<file path="config.mk">
export PLATFORM = sky130hd
export DESIGN_NAME = vtps_xform
export DESIGN_NICKNAME = d
export VERILOG_FILES = /design/src/hdl/vtps_pkg.sv /design/src/hdl/vtps_xform.sv
export SDC_FILE = /design/constraint.sdc
export NUM_CORES = 2
export LEC_CHECK = 0
export BUFFER_PORTS_ARGS = -buffer_cell sky130_fd_sc_hd__clkbuf_2
export CAP_MARGIN = 0
export CORE_MARGIN = 2
export CORE_UTILIZATION = 50
export CTS_CLUSTER_SIZE = 20
export DETAILED_ROUTE_END_ITERATION = 10
export PLACE_DENSITY = 0.71
export SLEW_MARGIN = 20
export SYNTH_ARGS = -nofsm -noshare
export SYNTH_HDL_FRONTEND = slang
export SYNTH_SLANG_ARGS = --single-unit
</file>
<file path="constraint.sdc">
create_clock -name clk -period 7.9 [get_ports clk]
set_input_delay 1.58 -clock clk [delete_from_list [all_inputs] [get_ports clk]]
set_output_delay 1.58 -clock clk [all_outputs]
set_load 0.05 [all_outputs]
</file>
<file path="src/hdl/vtps_pkg.sv">
`timescale 1ns / 1ps
// ----------------------------------------------------------------------------
// Vertex transform package
// Shared widths, register indexes and the sideband record of the divider.
// ----------------------------------------------------------------------------
package vtps_pkg;

  localparam int COORD_W  = 13;
  localparam int NORMAL_W = 12;
  localparam int COEF_W   = 10;
  localparam int ROW_W    = 30;
  localparam int OFFS_W   = 21;
  localparam int CENTER_W = 22;
  localparam int HALF_W   = 11;
  localparam int POS_W    = 24;
  localparam int NRM_W    = 23;
  localparam int SHADE_W  = 8;
  localparam int SCREEN_W = 32;
  localparam int CFG_W    = 30;
  localparam int CFG_IDX_W = 3;

  typedef enum logic [CFG_IDX_W-1:0] {
    REG_ROW_X    = 3'd0,
    REG_ROW_Y    = 3'd1,
    REG_ROW_Z    = 3'd2,
    REG_OFFSET_X = 3'd3,
    REG_OFFSET_Y = 3'd4,
    REG_OFFSET_Z = 3'd5,
    REG_CENTER   = 3'd6,
    REG_LIGHT    = 3'd7
  } cfg_reg_t;

  typedef struct packed {
    logic                     proj;
    logic signed [POS_W-1:0]  depth;
    logic [SHADE_W-1:0]       shade;
    logic                     last;
    logic                     neg_x;
    logic                     neg_y;
  } side_t;

endpackage

</file>
<file path="src/hdl/vtps_xform.sv">
`timescale 1ns / 1ps
// ----------------------------------------------------------------------------
// Vertex transform stages
// Multiplies the vertex by the matrix and the normal by its z row, then sums and translates.
// ----------------------------------------------------------------------------
module vtps_xform (
  input  logic                                 clk,
  input  logic                                 rst,
  input  logic                                 en,
  input  logic                                 valid_in,
  input  logic signed [vtps_pkg::COORD_W-1:0]  cx,
  input  logic signed [vtps_pkg::COORD_W-1:0]  cy,
  input  logic signed [vtps_pkg::COORD_W-1:0]  cz,
  input  logic signed [vtps_pkg::NORMAL_W-1:0] nx,
  input  logic signed [vtps_pkg::NORMAL_W-1:0] ny,
  input  logic signed [vtps_pkg::NORMAL_W-1:0] nz,
  input  logic                                 last_in,
  input  logic [vtps_pkg::ROW_W-1:0]           row_x,
  input  logic [vtps_pkg::ROW_W-1:0]           row_y,
  input  logic [vtps_pkg::ROW_W-1:0]           row_z,
  input  logic signed [vtps_pkg::OFFS_W-1:0]   off_x,
  input  logic signed [vtps_pkg::OFFS_W-1:0]   off_y,
  input  logic signed [vtps_pkg::OFFS_W-1:0]   off_z,
  output logic                                 valid_out,
  output logic signed [vtps_pkg::POS_W-1:0]    rx,
  output logic signed [vtps_pkg::POS_W-1:0]    ry,
  output logic signed [vtps_pkg::POS_W-1:0]    rz,
  output logic signed [vtps_pkg::NRM_W-1:0]    rnz,
  output logic                                 last_out
);

  localparam int PW = vtps_pkg::COORD_W + vtps_pkg::COEF_W;
  localparam int NW = vtps_pkg::NORMAL_W + vtps_pkg::COEF_W;

  logic signed [PW-1:0] px [3];
  logic signed [PW-1:0] py [3];
  logic signed [PW-1:0] pz [3];
  logic signed [NW-1:0] pn [3];
  logic                 v1;
  logic                 last1;

  function automatic logic signed [vtps_pkg::COEF_W-1:0] coef(
    input logic [vtps_pkg::ROW_W-1:0] row, input int k);
    coef = $signed(row[k*vtps_pkg::COEF_W +: vtps_pkg::COEF_W]);
  endfunction

  always_ff @(posedge clk) begin
    if (rst) begin
      v1 <= 1'b0;
      valid_out <= 1'b0;
    end else if (en) begin
      v1 <= valid_in;
      valid_out <= v1;
    end
  end

  always_ff @(posedge clk) begin
    if (en) begin
      px[0] <= PW'(cx) * PW'(coef(row_x, 0));
      px[1] <= PW'(cy) * PW'(coef(row_x, 1));
      px[2] <= PW'(cz) * PW'(coef(row_x, 2));
      py[0] <= PW'(cx) * PW'(coef(row_y, 0));
      py[1] <= PW'(cy) * PW'(coef(row_y, 1));
      py[2] <= PW'(cz) * PW'(coef(row_y, 2));
      pz[0] <= PW'(cx) * PW'(coef(row_z, 0));
      pz[1] <= PW'(cy) * PW'(coef(row_z, 1));
      pz[2] <= PW'(cz) * PW'(coef(row_z, 2));
      pn[0] <= NW'(nx) * NW'(coef(row_z, 0));
      pn[1] <= NW'(ny) * NW'(coef(row_z, 1));
      pn[2] <= NW'(nz) * NW'(coef(row_z, 2));
      last1 <= last_in;
      rx <= vtps_pkg::POS_W'(px[0]) + vtps_pkg::POS_W'(px[1])
          + vtps_pkg::POS_W'(px[2]) + vtps_pkg::POS_W'(off_x);
      ry <= vtps_pkg::POS_W'(py[0]) + vtps_pkg::POS_W'(py[1])
          + vtps_pkg::POS_W'(py[2]) + vtps_pkg::POS_W'(off_y);
      rz <= vtps_pkg::POS_W'(pz[0]) + vtps_pkg::POS_W'(pz[1])
          + vtps_pkg::POS_W'(pz[2]) + vtps_pkg::POS_W'(off_z);
      rnz <= vtps_pkg::NRM_W'(pn[0]) + vtps_pkg::NRM_W'(pn[1])
           + vtps_pkg::NRM_W'(pn[2]);
      last_out <= last1;
    end
  end

endmodule

</file>
======== Word-level counts from Yosys, hierarchy flattened ========
Memories as Yosys holds them, arrays and structs flattened.
Cells that the tools add are included.
word-level totals
  flip-flop bits (word level) ............. 99
  memory bits (writable) .................. 273
  input port bits ......................... 233
  output and inout bits ................... 97
  memories kept ........................... 4
operators by class
  add/subtract/negate cells ............... 11
  multipliers ............................. 12
  multiplexer cells ....................... 2
memory list
  memory  depth  width  read ports  clocked after Yosys merged registers in  write ports  RTL line          RTL
  px      3      23     3           0                                        3            vtps_xform.sv:35  logic signed [PW-1:0] px [3];
  py      3      23     3           0                                        3            vtps_xform.sv:36  logic signed [PW-1:0] py [3];
  pz      3      23     3           0                                        3            vtps_xform.sv:37  logic signed [PW-1:0] pz [3];
  pn      3      22     3           0                                        3            vtps_xform.sv:38  logic signed [NW-1:0] pn [3];
operators by type and width
  kind              count
  $mul A13 B10 Y23  9
  $add A23 B23 Y24  3
  $add A24 B21 Y24  3
  $add A24 B23 Y24  3
  $mul A12 B10 Y22  3
  $add A22 B22 Y23  1
  $add A23 B22 Y23  1
  $mux W1           2

======== Longest topological paths before layout ========
  depth after elaboration ................. 3
  depth in mapped cells ................... 23

======== Worst setup path after synthesis ========
Ideal clock, no wire load.
  path type ............................... input to register
  start point ............................. input row_z[22] (netlist bit)
  end point ............................... memory pz[0][68] (netlist bit) (data pin)
  arrival time ............................ 6760 ps
  data required time ...................... 7641 ps
  slack ................................... 881 ps
  stages on the path ...................... 21
  path buffers ............................ 2
  cells stage by stage .................... clkbuf_1 clkbuf_1 nand2_1 fa_1 fa_1 inv_1 fa_1 fa_1 inv_1 fa_1 inv_1 ha_1 a211oi_1 o211ai_1 a41oi_2 o21ai_1 nor4_1 nor3_1 a2111oi_2 a21oi_1 xnor2_1
RTL lines
  what         RTL line          RTL
  from (decl)  vtps_xform.sv:20  input logic [vtps_pkg::ROW_W-1:0] row_z,
  to (decl)    vtps_xform.sv:37

==> run summary <==
status: completed
Worst path top cell family by delay: adder cells
H-tree levels: 2
I/O pin count: 330
Period minus WS final: 6883 ps
DIE AREA: 0.1553 sq mm
worst-case reg-to-reg path depth: 14
CTS tree: yes
Achievable Freq: 0.1453 GHz
flop-to-flop setup slack: 2960 ps
Total GRT Usage: 0.2570
CP required: 8270 ps
endpoint with the worst hold slack: last_out
Clock Pin Slew Worst Setup and Hold Paths: 60 ps
area leader, netlist: fa_1
type of origin of the critical path: primary input
CP peak stage delay: 530 ps
period utilisation layout: 0.8713
largest net degree at the start of global routing: 160
IO Port Bufs: 329
EDFF count, synth: 370
CP Class: in2reg
post-synth top area share: 0.3992
first-pass GRT wire length: 310300 microns
row cnt: 143
Mapped Area: 0.07607 sq mm
MaxCap Viol Count: 0
Hold Buf Count CTS: 0
worst path arrival time: 7260 ps
Starting DRT DRC Count: 3147
drt via density: 5.269
Slew Limit Fails: 0
HP Class: reg2reg
vias in the first global route: 57570
area delta synth->final: 7.254%
Synth cell types: 72
die width: 394.0 microns
Resized Gates After CTS: 0
number of synthesized register bits: 372
Hold Crit Start: last1
grt ovf: 0
Slew headroom: 0.3010
Syn Inst Count: 7846
GPL Wtd Cong: 0.9913
Routed wire per std cell: 19.19 microns
clk buf depth: 3
worst slew pin tran: 1049 ps
Syn. warnings: 0
Mapped Avg Cell Area: 9.695 sq um
Reg-to-Reg Start: pz[0][24]
crit path cell chain: clkbuf_2, and2_1, fa_1, inv_1, fa_1, inv_1, fa_1, fa_1, inv_1, fa_1, inv_1, ha_1, a211oi_1, o211ai_1, a41oi_2, o21ai_1, nor4_1, nor3_1, a2111oi_2, a21oi_1, xnor2_1
Initial Util: 0.5019
Post-synth top cells: inv_1 (1930), fa_1 (1517), nand2_1 (906), ha_1 (744), and2_1 (581)
Post-CTS Setup Bufs: 0
detailed placement HPWL: 161900 microns
crit path capture type: flip-flop
Pre-antenna DRT Iters: 6
CP max FO: 10
most common cell in the netlist: inv_1
Primary FF master, synth: edfxtp_1
setup_tns: 0 ps
Seq/Total Area, Yosys: 0.1466
Worst Hold Depth: 0
CTS buffer count: 49
Layout Utilization: 0.5383
Post-Route WL: 194100 microns
Skew-Pair Late Insertion Delay: 660 ps
reg-to-reg endpoint: rz[23]
vias: 53290
Antenna Nets Post-Route: 0
most used cell, CP: fa_1
layout cell share with drive strength beyond 1: 0.06462
Setup Viol. Count Final: 0
Nets: 10530
slowest CP cell: fa_1
DRC Markers: 0
ys async rst share: 0
RSZ-0062 raised after global routing: false
Critical path buffers and inverters: 5
Setup Skew: 34.98 ps
clk sink count: 372
syn_nets: 10340
initial antenna violation count: 20
final hold violation count: 0
synth top area cells: fa_1 (40%), edfxtp_1 (15%), ha_1 (12%)
die height: 394.0 microns
root buffer cell: clkbuf_16
core area: 0.1515 sq mm
-- worst register-to-register path: stages, from the launching register on --
cell      delay (ps)
edfxtp_1         490
fa_1             540
fa_1             420
ha_1             230
inv_1             90
fa_1             220
nor2b_1           70
o31a_1           270
o31ai_1          580
a21boi_1         240
o31ai_1          740
o211a_1          260
o21bai_1          70
a21oi_1          170
xnor2_1          280
-- cell type report --
| type | instances | area, sq um |
|---|---|---|
| sequential | 372 | 11150 |
| clock buffer | 55 | 1249 |
| antenna | 6 | 15.01 |
| tap | 2030 | 2540 |
| multi-input combinational | 5269 | 56640 |
| clock inverter | 36 | 426.7 |
| fill | 13480 | 69960 |
| inverter | 1934 | 7259 |
| timing repair buffer | 412 | 2305 |
-- cell families (layout without fill, tap and decap cells) --
group	Yosys count	after routing	share of synthesized area
AOI/OAI and AO/OA	632	632	0.05412
muxes	3	3	0.0003948
adders and majority gates	2261	2261	0.5216
and+or+nand+nor	1994	1994	0.1248
DFF	372	372	0.1466
buffers and inverters	2205	2437	0.1088
other	0	6	0
xor gates and xnor gates	379	379	0.04364
-- registers in the layout (all words and copies together), names as in the netlist, 23 cells and up --
name	flops
rx	24
py	69
ry	24
rz	24
pz	69
rnz	23
px	69
pn	66
-- metal layers --
layer,track usage,wire [microns]
met2,0.4245,92730
met1,0.3260,76640
met5,0,149
met3,0.04572,13440
met4,0.1281,11160
-- cell usage in the layout (no fill, tap or decap), types with 33 or more instances in the layout --
cell type	count
inv_1	1930
fa_1	1517
nand2_1	906
ha_1	744
and2_1	581
edfxtp_1	370
clkbuf_2	328
xnor2_1	303
nor2_1	253
a21oi_1	206
o21ai_0	101
buf_4	81
a21o_1	76
xor2_1	76
nand2b_1	63
clkbuf_16	49
o21a_1	44
nand3_1	43
nor3_1	42
a211oi_1	33
-- metrics by stage --
| stage | std cells | hold slack [ps] | area [sq um] | setup slack, ps |
|---|---|---|---|---|
| finish | 10110 | 442.4 | 81580 | 1017 |
| global route | 10110 | 451.9 | 81580 | 635.7 |
| CTS | 10110 | 440.3 | 81570 | 1040 |
| detailed placement | 10020 | 425.0 | 79890 | 372.1 |
| global placement | 10020 | 407.9 | 79890 | 531.9 |
| floorplan | 7846 | 400.3 | 76070 | 880.6 |
-- worst max path at each step --
stage	start	endpoint	cells after the start
after global placement	cz[5]	pz[0][68]	21
after global routing	cz[6]	pz[0][68]	22
after CTS	cz[5]	pz[0][68]	21
after detailed placement	cz[5]	pz[0][68]	21
after floorplan	row_z[22]	pz[0][68]	21
final	cz[5]	pz[0][68]	21
Power is left out: the tool's default activity adds up to more than one toggle a clock period on the data nets, which glitch-free logic cannot reach.
