$ cat src/hdl/vtps_pkg.sv
`timescale 1ns / 1ps
// ----------------------------------------------------------------------------
// Vertex transform package
// Shared widths, register indexes and the sideband record of the divider.
// ----------------------------------------------------------------------------
package vtps_pkg;

  localparam int COORD_W  = 13;
  localparam int NORMAL_W = 12;
  localparam int COEF_W   = 10;
  localparam int ROW_W    = 30;
  localparam int OFFS_W   = 21;
  localparam int CENTER_W = 22;
  localparam int HALF_W   = 11;
  localparam int POS_W    = 24;
  localparam int NRM_W    = 23;
  localparam int SHADE_W  = 8;
  localparam int SCREEN_W = 32;
  localparam int CFG_W    = 30;
  localparam int CFG_IDX_W = 3;

  typedef enum logic [CFG_IDX_W-1:0] {
    REG_ROW_X    = 3'd0,
    REG_ROW_Y    = 3'd1,
    REG_ROW_Z    = 3'd2,
    REG_OFFSET_X = 3'd3,
    REG_OFFSET_Y = 3'd4,
    REG_OFFSET_Z = 3'd5,
    REG_CENTER   = 3'd6,
    REG_LIGHT    = 3'd7
  } cfg_reg_t;

  typedef struct packed {
    logic                     proj;
    logic signed [POS_W-1:0]  depth;
    logic [SHADE_W-1:0]       shade;
    logic                     last;
    logic                     neg_x;
    logic                     neg_y;
  } side_t;

endpackage

$ cat src/hdl/vtps_div_step.sv
`timescale 1ns / 1ps
// ----------------------------------------------------------------------------
// Divider step
// One restoring step that yields one quotient bit for both screen axes.
// ----------------------------------------------------------------------------
module vtps_div_step #(
  parameter int NUM_W = 32,
  parameter int STEP  = 0
) (
  input  logic                             clk,
  input  logic                             rst,
  input  logic                             en,
  input  logic                             valid_in,
  input  logic [vtps_pkg::POS_W-1:0]       divisor_in,
  input  logic [NUM_W-1:0]                 num_x_in,
  input  logic [NUM_W-1:0]                 num_y_in,
  input  logic [vtps_pkg::POS_W-1:0]       rem_x_in,
  input  logic [vtps_pkg::POS_W-1:0]       rem_y_in,
  input  logic [NUM_W-1:0]                 quo_x_in,
  input  logic [NUM_W-1:0]                 quo_y_in,
  input  vtps_pkg::side_t                  side_in,
  output logic                             valid_out,
  output logic [vtps_pkg::POS_W-1:0]       divisor_out,
  output logic [NUM_W-1:0]                 num_x_out,
  output logic [NUM_W-1:0]                 num_y_out,
  output logic [vtps_pkg::POS_W-1:0]       rem_x_out,
  output logic [vtps_pkg::POS_W-1:0]       rem_y_out,
  output logic [NUM_W-1:0]                 quo_x_out,
  output logic [NUM_W-1:0]                 quo_y_out,
  output vtps_pkg::side_t                  side_out
);

  localparam int RW  = vtps_pkg::POS_W;
  localparam int BIT = NUM_W - 1 - STEP;

  logic [RW-1:0] sh_x;
  logic [RW-1:0] sh_y;
  logic          ge_x;
  logic          ge_y;

  assign sh_x = {rem_x_in[RW-2:0], num_x_in[BIT]};
  assign sh_y = {rem_y_in[RW-2:0], num_y_in[BIT]};
  assign ge_x = sh_x >= divisor_in;
  assign ge_y = sh_y >= divisor_in;

  always_ff @(posedge clk) begin
    if (rst) begin
      valid_out <= 1'b0;
    end else if (en) begin
      valid_out <= valid_in;
    end
  end

  always_ff @(posedge clk) begin
    if (en) begin
      divisor_out <= divisor_in;
      num_x_out <= num_x_in;
      num_y_out <= num_y_in;
      rem_x_out <= ge_x ? sh_x - divisor_in : sh_x;
      rem_y_out <= ge_y ? sh_y - divisor_in : sh_y;
      quo_x_out <= {quo_x_in[NUM_W-2:0], ge_x};
      quo_y_out <= {quo_y_in[NUM_W-2:0], ge_y};
      side_out <= side_in;
    end
  end

endmodule

$ cat config.mk
export PLATFORM = sky130hd
export DESIGN_NAME = vtps_div_step
export DESIGN_NICKNAME = d
export VERILOG_FILES = /design/src/hdl/vtps_pkg.sv /design/src/hdl/vtps_div_step.sv
export SDC_FILE = /design/constraint.sdc
export NUM_CORES = 1
export LEC_CHECK = 0
export BUFFER_PORTS_ARGS = -buffer_cell sky130_fd_sc_hd__buf_2
export CAP_MARGIN = 20
export CORE_AREA = 2 2 186 188
export CTS_CLUSTER_DIAMETER = 30
export CTS_CLUSTER_SIZE = 28
export DETAILED_ROUTE_END_ITERATION = 7
export DIE_AREA = 0 0 188 190
export HOLD_SLACK_MARGIN = 0.12
export SLEW_MARGIN = 40
export SYNTH_ARGS = -nofsm -noshare
export SYNTH_HDL_FRONTEND = slang
export SYNTH_SLANG_ARGS = --single-unit
$ cat constraint.sdc
create_clock -name clk -period 3.6 [get_ports clk]
set_input_delay 0.18 -clock clk [delete_from_list [all_inputs] [get_ports clk]]
set_output_delay 0.18 -clock clk [all_outputs]
set_load 0.01 [all_outputs]
### Word level (Yosys, flattened, before mapping)

Cells that the tools add are included.

* bits in registers: 237
* bits in latches: 0
* memory bits (writable): 0
* bits in read-only memories: 0
* bits of input ports: 240
* output and inout port bits: 237
* word-level logic and storage cells: 20
* memories: 0

* add/subtract/negate cells: 2
* $mul: 0
* div/mod/pow operators: 0
* magnitude comparators: 2
* equal/unequal tests: 0
* shift-type cells: 0
* multiplexer cells: 2
* bitwise logic cells: 0
* reduce and logical (&&, ||, !) cells: 0

Operator list (count)
* $ge A24 B24 Y1: 2
* $mux W24: 2
* $sub A24 B24 Y24: 2

### Longest topological paths before layout

Gate-level depths: netlist of the first run.

* depth in word-level cells: 2
* depth in mapped cells: 13
* mapped depth without buffers: 11

### Worst setup path before layout of the first run

No wires, ideal clock.

* path type: input port to flip-flop
* from: in num_y_in[31]
* to: reg rem_y_out[18] (netlist bit) (data pin)
* library setup time: 0.262 ns
* arrival: 2.278 ns
* data required time: 3.338 ns
* setup slack: 1.060 ns
* stages: 12
* buffers on the path: 2
* cells stage by stage: inv_1 -> ha_1 -> fa_1 -> nand2b_1 -> a21o_1 -> a21oi_1 -> o21ai_1 -> a21oi_1 -> a211o_1 -> buf_2 -> buf_6 -> mux2_1

* word-level cells in the longest chain between the ends: 2
* elaborated cells between the ends (all ways): 3
* classes of those cells: 1 x add/sub; 1 x order compare; 1 x mux

RTL lines
* start, declared: line vtps_div_step.sv:16 `input logic [NUM_W-1:0] num_y_in,`
* $sub A24 B24 Y24 or $ge A24 B24 Y1 (tied branches): line vtps_div_step.sv:60, vtps_div_step.sv:44
* $mux W24 *: line vtps_div_step.sv:60 `rem_y_out <= ge_y ? sh_y - divisor_in : sh_y;`
* end signal, assigned: line vtps_div_step.sv:60
* end, declared: line vtps_div_step.sv:27 `output logic [vtps_pkg::POS_W-1:0] rem_y_out,`

Every way passes the cells marked *; elsewhere a longest branch is shown, timed or not.
A chain may end at the register's enable or synchronous reset.

### Final worst setup path of the first run

* from: in divisor_in[0] (netlist bit)
* to: reg rem_x_out[7] (netlist bit) (data pin)

* word-level cells in the longest chain between the ends: 2
* elaborated cells between the ends (all ways): 3
* classes of those cells: 1 x add/sub; 1 x order compare; 1 x mux

RTL lines
* start, declared: line vtps_div_step.sv:14 `input logic [vtps_pkg::POS_W-1:0] divisor_in,`
* $sub A24 B24 Y24 or $ge A24 B24 Y1 (tied branches): line vtps_div_step.sv:59, vtps_div_step.sv:43
* $mux W24 *: line vtps_div_step.sv:59 `rem_x_out <= ge_x ? sh_x - divisor_in : sh_x;`
* end signal, assigned: line vtps_div_step.sv:59
* end, declared: line vtps_div_step.sv:26 `output logic [vtps_pkg::POS_W-1:0] rem_x_out,`

Marks and branches as above.

==> results of run 1 <==
-- placed cells by master (no fill, tap or decap), types with 5 or more instances in the layout --
cell           instances
nor2b_1                7
o21ai_1                5
a221oi_1               5
and3_1                10
nand2_1               37
inv_1                 35
inv_6                 11
o21ai_0               22
xor2_1                20
edfxtp_1             236
clkinv_1               8
xnor2_1               20
nand4_1                7
nor2_1                53
buf_2                471
bufinv_16              9
clkinvlp_4             6
ha_1                  48
o21a_1                10
buf_4                  6
nand3_1               15
a31oi_1                8
dlygate4sd3_1        235
mux2_4                10
a21o_1                19
clkbuf_16             54
a21oi_1               67
-- layer usage --
metal	vias to the layer above	global-route usage (%)	wire length, um	part of all wire (%)
met2	383	34.42	18530	51
li1	4229	-	-	-
met3	80	6.051	2722	7.5
met4	0	8.449	1352	3.7
met5	-	0	0	0
met1	4162	21.72	13700	38
-- layout make-up --
cell class,count,area [um2],share of cell area (%)
flip-flops and latches,237,7107,40.57
multi-input cells,422,2965,16.93
clock buffers,57,1363,7.779
clock inverters,43,534.3,3.050
diodes,4,10.01,0.05714
well taps,455,569.3,3.250
inverters,35,131.4,0.7500
repair buffers,716,4837,27.61
-- sequential cells by signal (all words and copies together), names as in the netlist --
name	cells
quo_y_out	32
rem_y_out	24
divisor_out	24
side_out	36
valid_out	1
num_y_out	32
num_x_out	32
quo_x_out	32
rem_x_out	24
-- what timing repair did --
item                      in CTS  in global routing
resized for setup              0                  0
hold endpoints to repair     235                 27
hold buffers                 234                  1
-- how the worst min path moves through the flow --
stage	depth (start not counted)	start	endpoint
floorplan	1	rst	valid_out
global placement	2	rst	valid_out
detailed placement	2	rst	valid_out
CTS	1	en	num_x_out[18]
global route	2	quo_y_in[5]	quo_y_out[6]
finish	2	num_x_in[2]	num_x_out[2]
-- power by group through the flow --
stage	clock (uW)	combinational, uW	sequential, uW
finish	5080	1500	3410
global route	5330	1630	3430
CTS	5150	1500	3410
detailed placement	0	1280	3450
global placement	0	1270	3450
floorplan	0	530	3600
-- logic make-up (layout without fill, tap and decap cells) --
group	Yosys count	in the layout	share of synthesized area, %
other	0	4	0
adder cells (fa/ha/maj)	50	50	6.211
multiplexers	20	20	2.511
AO/OA/AOI/OAI	166	166	9.983
buffers and inverters	55	851	2.426
flip-flops	237	237	68.90
AND/OR/NAND/NOR	146	146	6.574
XOR/XNOR	40	40	3.396
-- stage by stage --
stage	hold slack [ps]	power, uW	util, %
2_1_floorplan	252.4	4133	-
3_3_place_gp	339.8	4717	38.97
3_5_place_dp	342.8	4731	38.97
4_1_cts	172.3	10050	51.46
5_1_grt	286.9	10400	51.60
6_report	311.1	9992	51.60
-- worst register-to-register path, stage by stage (launching register included) --
cell and delay [ps]:
dfxtp_1 300, mux2i_1 120, nor2_1 50, dlygate4sd3_1 540
==> run_results.csv, run 1 <==
group,metric,value,unit
outcome,outcome,"finished, final reports clean",
grt,grt_pass1_wl,52520,um
cts,clockBufferDepth,3,
critical_path,crit_type,"input port to flop",
synthesis,ys_types,50,
power,power_leakage,0.007653,uW
layout,area_growth,69.82,%
critical_path,startpoint,"divisor_in[0]",
synthesis,synth_ff_type,"edfxtp_1",
power,power.share.switching,25.25,%
floorplan,die_y,190,um
sta,hold_violations,0,
critical_path,rrSetupSlack,2480,ps
power,vdd_drop_max,0.3966,mV
synthesis,synthArstFlopShare,0,%
grt,grt_max_degree,112,
power,intPower,7469,uW
sta,final.period_utilization,84.96,%
layout,fin_nets,1756,
critical_path,reg2regPathDepth,3,
detailed_routing,antenna_left,0,
floorplan,start_util,30.38,%
critical_path,path_common_cell,"o31a_1",
critical_path,critPathArrivalTime,3370,ps
detailed_routing,route.detailed.drc,0,
sta,fin_setup_tns,0,ps
synthesis,synth_seq_cells,237,
synthesis,netlist_area,10310,um2
synthesis,synth-edff-count,236,
sta,max_freq,326.9,MHz
placed_design,place_inst,1629,
detailed_routing,num_vias,8854,
critical_path,rr_endpoint,"valid_out",
cts,worstSkewPairLatency,570,ps
power,p_per_area,570.4,nW/um2
critical_path,crit_fanout,24,
job,drv_cap,0,
synthesis,syn_nets,1004,
power,switchingPower,2523,uW
layout,final_area,17520,um2
cts,clk_pin_slew,50,ps
worst_hold_path,hold_class,"input port to flop",
grt,grtUsageTotal,19.51,%
grt,grt-ovfl-total,0,
detailed_routing,first_pass_iters,5,
critical_path,cp-start-kind,"input port",
sta,timing.final.ws_setup,541.4,ps
layout,drive_above_1_share,39.01,%
detailed_routing,vias_per_cell,4.497,
synthesis,synth_most_common_cell,"edfxtp_1",
synthesis,synth_top_area_share,68.70,%
placed_design,dpl_cell_area,13230,um2
detailed_routing,post_drt_wl_per_cell,18.44,um
floorplan,core,33950,um2
placed_design,io_buffers,472,
cts,cts_tree,"built",
synthesis,synth_area_leaders,"edfxtp_1 69%, ha_1 5.8%, a21oi_1 3.3%",
sta,rsz0062_at_grt,"false",
critical_path,crit_end,"rem_x_out[7]",
power,p_clk_share,50.8,%
sta,fin_crit,3059,ps
synthesis,ys_top_cells_by_count,"236 x edfxtp_1, 67 x a21oi_1, 53 x nor2_1",
layout,stdcell_count,1969,
synthesis,synth_top_area_cell,"edfxtp_1",
cts,h-tree-depth,2,
critical_path,crit_cells,12,
sta,tightestPinTransition,549.9,ps
grt,first_global_vias,8980,
cts,cts_setup_buffers,0,
placed_design,dp_slack,551.1,ps
sta,maxSlewViolCount,0,
floorplan,num_rows,68,
critical_path,crit_slowest_cell,"dlygate4sd3_1",
grt,antenna_found_initial,4,
synthesis,yosysWarnings,0,
floorplan,die_area,35720,um2
floorplan,die_w,188,um
critical_path,crit_chain,"dlygate4sd3_1 -> buf_2 -> ha_1 -> fa_1 -> nor2b_1 -> o31a_1 -> o31a_1 -> a41o_1 -> a21oi_2 -> o21ai_4 -> buf_4 -> mux2_4",
synthesis,syn_inst,714,
cts,cts_sinks,237,
floorplan,io_pins,477,
critical_path,critPathCaptureType,"flop",
placed_design,gp_congestion,0.8884,
sta,slew_headroom,62.95,%
critical_path,max_stage_delay,550,ps
critical_path,cp.buffers_inverters,3,
detailed_routing,wl,36310,um
detailed_routing,drt-initial-drc-count,352,
placed_design,dp_hpwl,24950,um
power,seqPwrFrac,34.2,%
synthesis,synth_seq_area_share,68.90,%
layout,fill_cells,2835,
critical_path,reg2reg_from,"valid_out",
critical_path,path_delay_family,"buffers and inverters",
critical_path,required,3910,ps
synthesis,synth.avg_cell_area,14.45,um2
sta,setup_viol,0,
cts,root_buffer,"clkbuf_16",
power,power_frac_comb,15.0,%
sta,fin_skew,0,ps
cts,cts_buffers,54,
Note: power is estimated with default switching activity, not from simulation.
==> run 2, diff against run 1 <==
Settings changed: ABC_AREA set to 1, CORE_AREA 2 2 186 188 to 2 2 187 189, DIE_AREA 0 0 188 190 to 0 0 189 191.
Clock period 3.6 ns to 3 ns, I/O delays scaled along.
==> run 2 against run 1 <==
  * Critical path depth up 3
  * Sequential power grew 20%
  * Flip-flop and latch count unchanged
  * Synthesized area increased by 12%
  * Clock skew unchanged
  * Clock-buffer cell count shrank 1
  * First-iteration DRC count increased by 110%
  * Combinational power increased by 28%
  * Synthesized cell count increased by 65%
  * Critical endpoint is now rem_x_out[16]
  * Largest power group unchanged
==> run_results.csv, run 2 <==
group,metric,value,unit
grt,grt-ovfl-total,0,
cts,cts_setup_buffers,0,
sta,setup_viol,0,
layout,drive_above_1_share,29.48,%
detailed_routing,vias_per_cell,4.552,
floorplan,io_pins,477,
sta,rsz0062_at_grt,"false",
sta,fin_crit,2511,ps
layout,final_common_cell,"buf_2",
detailed_routing,drt-initial-drc-count,723,
cts,clockBufferDepth,3,
floorplan,die_w,189,um
layout,final_cell_mix,"471 x buf_2, 388 x nand2_1, 236 x edfxtp_1, 235 x dlygate4sd3_1, 226 x inv_1",
detailed_routing,route.detailed.drc,0,
synthesis,ys_top_cells_by_count,"388 x nand2_1, 236 x edfxtp_1, 226 x inv_1",
power,switchingPower,3067,uW
power,p_clk_share,50.1,%
placed_design,dp_hpwl,29630,um
synthesis,syn_nets,1467,
grt,first_global_vias,11240,
power,intPower,9010,uW
layout,top_register,"side_out",
critical_path,max_stage_delay,540,ps
sta,tightestPinTransition,582.4,ps
critical_path,crit_type,"input port to flop",
sta,max_freq,398.3,MHz
synthesis,ys_types,31,
cts,worstSkewPairLatency,550,ps
synthesis,synth_area_leaders,"edfxtp_1 61%, nand2_1 13%, inv_1 7.3%",
layout,area_growth,62.33,%
synthesis,synth_seq_area_share,61.45,%
synthesis,netlist_area,11560,um2
power,vdd_drop_max,0.6668,mV
detailed_routing,first_pass_iters,5,
floorplan,die_area,36100,um2
detailed_routing,wl,41270,um
cts,h-tree-depth,2,
outcome,outcome,"finished, final reports clean",
job,drv_cap,0,
detailed_routing,num_vias,11110,
synthesis,synth_seq_cells,237,
layout,fin_nets,2227,
layout,final_area,18770,um2
synthesis,synth.avg_cell_area,9.826,um2
synthesis,synthArstFlopShare,0,%
worst_hold_path,hold_class,"input port to flop",
sta,hold_violations,0,
sta,fin_setup_tns,0,ps
critical_path,crit_chain,"dlygate4sd3_1 -> buf_2 -> inv_1 -> ha_1 -> fa_1 -> inv_1 -> nand2_1 -> nand2_1 -> nand3_1 -> nand2_1 -> nand2_2 -> nand4_4 -> buf_12 -> nand3_1 -> nand2_1",
synthesis,synth_most_common_cell,"nand2_1",
critical_path,critPathCaptureType,"flop",
synthesis,yosysWarnings,0,
grt,grtUsageTotal,22.16,%
placed_design,gp_congestion,0.9271,
critical_path,critPathArrivalTime,2920,ps
floorplan,num_rows,68,
floorplan,start_util,33.90,%
layout,largest_register_ffs,36,
critical_path,path_common_cell,"nand2_1",
critical_path,crit_slowest_cell,"dlygate4sd3_1",
power,power.share.switching,25.40,%
sta,fin_skew,0,ps
sta,holdWs,291.0,ps
power,power_frac_comb,15.9,%
placed_design,io_buffers,472,
critical_path,crit_fanout,29,
detailed_routing,post_drt_wl_per_cell,16.91,um
synthesis,synth_top_area_cell,"edfxtp_1",
grt,antenna_found_initial,4,
sta,slew_headroom,61.17,%
layout,stdcell_count,2441,
sta,final.period_utilization,83.69,%
power,seqPwrFrac,33.9,%
synthesis,synth_ff_type,"edfxtp_1",
critical_path,cp-start-kind,"input port",
cts,cts_tree,"built",
placed_design,place_inst,2100,
cts,cts_sinks,237,
sta,maxSlewViolCount,0,
cts,clk_pin_slew,50,ps
floorplan,die_y,191,um
critical_path,required,3410,ps
cts,cts_buffers,55,
synthesis,synth-edff-count,236,
placed_design,dpl_cell_area,14530,um2
cts,root_buffer,"clkbuf_16",
floorplan,core,34120,um2
grt,grt_max_degree,74,
synthesis,synth_top_area_share,61.28,%
layout,fin_util,55.02,%
power,power_leakage,0.009138,uW
synthesis,syn_inst,1177,
grt,grt_pass1_wl,61070,um
power,p_per_area,643.3,nW/um2
detailed_routing,antenna_left,0,
==> run 2: cell types whose count changed after synthesis, moves of 10 or more <==
| cell | before | now |
|---|---|---|
| nand2_1 | 37 | 388 |
| inv_1 | 35 | 226 |
| nand3_1 | 15 | 63 |
| a21oi_1 | 67 | 22 |
| nand4_1 | 7 | 38 |
| a21o_1 | 19 | 0 |
| o21ai_0 | 22 | 5 |
| xnor2_1 | 20 | 3 |
| o21ai_1 | 5 | 20 |
| nor2_1 | 53 | 67 |
| and3_1 | 10 | 0 |
| mux2_4 | 10 | 0 |
| o21a_1 | 10 | 0 |
==> run 2: logic make-up (layout without fill, tap and decap cells) <==
logic type / count (synthesis) / in the layout / share of synthesized area [%]
AO/OA/AOI/OAI: 47 / 47 / 2.034
XOR/XNOR: 19 / 19 / 1.439
adder cells (fa/ha/maj): 50 / 50 / 5.539
buffers and inverters: 241 / 1045 / 8.244
flip-flops: 237 / 237 / 61.45
multiplexers: 1 / 1 / 0.08656
other: 0 / 5 / 0
AND/OR/NAND/NOR: 582 / 582 / 21.21
==> run 2: cell type report <==
type                            count  area, um2
Fill cell                        2922      15340
Sequential cell                   237       7107
Multi-Input combinational cell    699       3505
Antenna cell                        5      12.51
Inverter                          228      855.8
Tap cell                          455      569.3
Clock buffer                       56       1380
Clock inverter                     45      501.7
Timing Repair Buffer              716       4842
==> run 2: layer usage <==
metal | part of all wire (%) | vias up | wire length, um | global-route usage, %
li1 | - | 5392 | - | -
met2 | 52 | 457 | 21270 | 40.53
met1 | 38 | 5140 | 15490 | 24.06
met5 | 0.031 | - | 13 | 0
met4 | 4.5 | 2 | 1867 | 11.63
met3 | 6.4 | 120 | 2632 | 4.681
==> run 2: worst paths after layout <==
| kind | from | endpoint | slack (ps) | cells past startpoint |
|---|---|---|---|---|
| min | side_in[7] | side_out[7] | 290 | 2 |
| max | num_x_in[31] | rem_x_out[16] | 490 | 15 |
| min reg2reg | valid_out | valid_out | 1090 | 3 |
| max reg2reg | valid_out | valid_out | 1840 | 3 |
==> run 2: timing repair <==
action,CTS,global route
endpoints found under the hold margin,303,0
gates resized for setup,0,0
hold buffers,235,0
==> run 2: metrics by stage <==
step / power (uW) / setup slack (ps)
6_report: 12080 / 489.2
2_1_floorplan: 5031 / 1111
5_1_grt: 12550 / 341.7
3_5_place_dp: 5794 / 550.3
3_3_place_gp: 5772 / 555.7
4_1_cts: 12150 / 565.7
==> run 2: worst max-delay path, delay by kind of cell <==
family,cells,cell delay [ps]
fa+ha+maj,2,630
buf+inv,5,1060
simple gates,8,1070
==> run 2: power by group through the flow <==
stage	sequential, uW	clock, uW	combinational, uW
finish	4100	6050	1920
global route	4120	6310	2120
CTS	4090	6140	1920
detailed placement	4140	0	1650
global placement	4140	0	1630
floorplan	4320	0	707
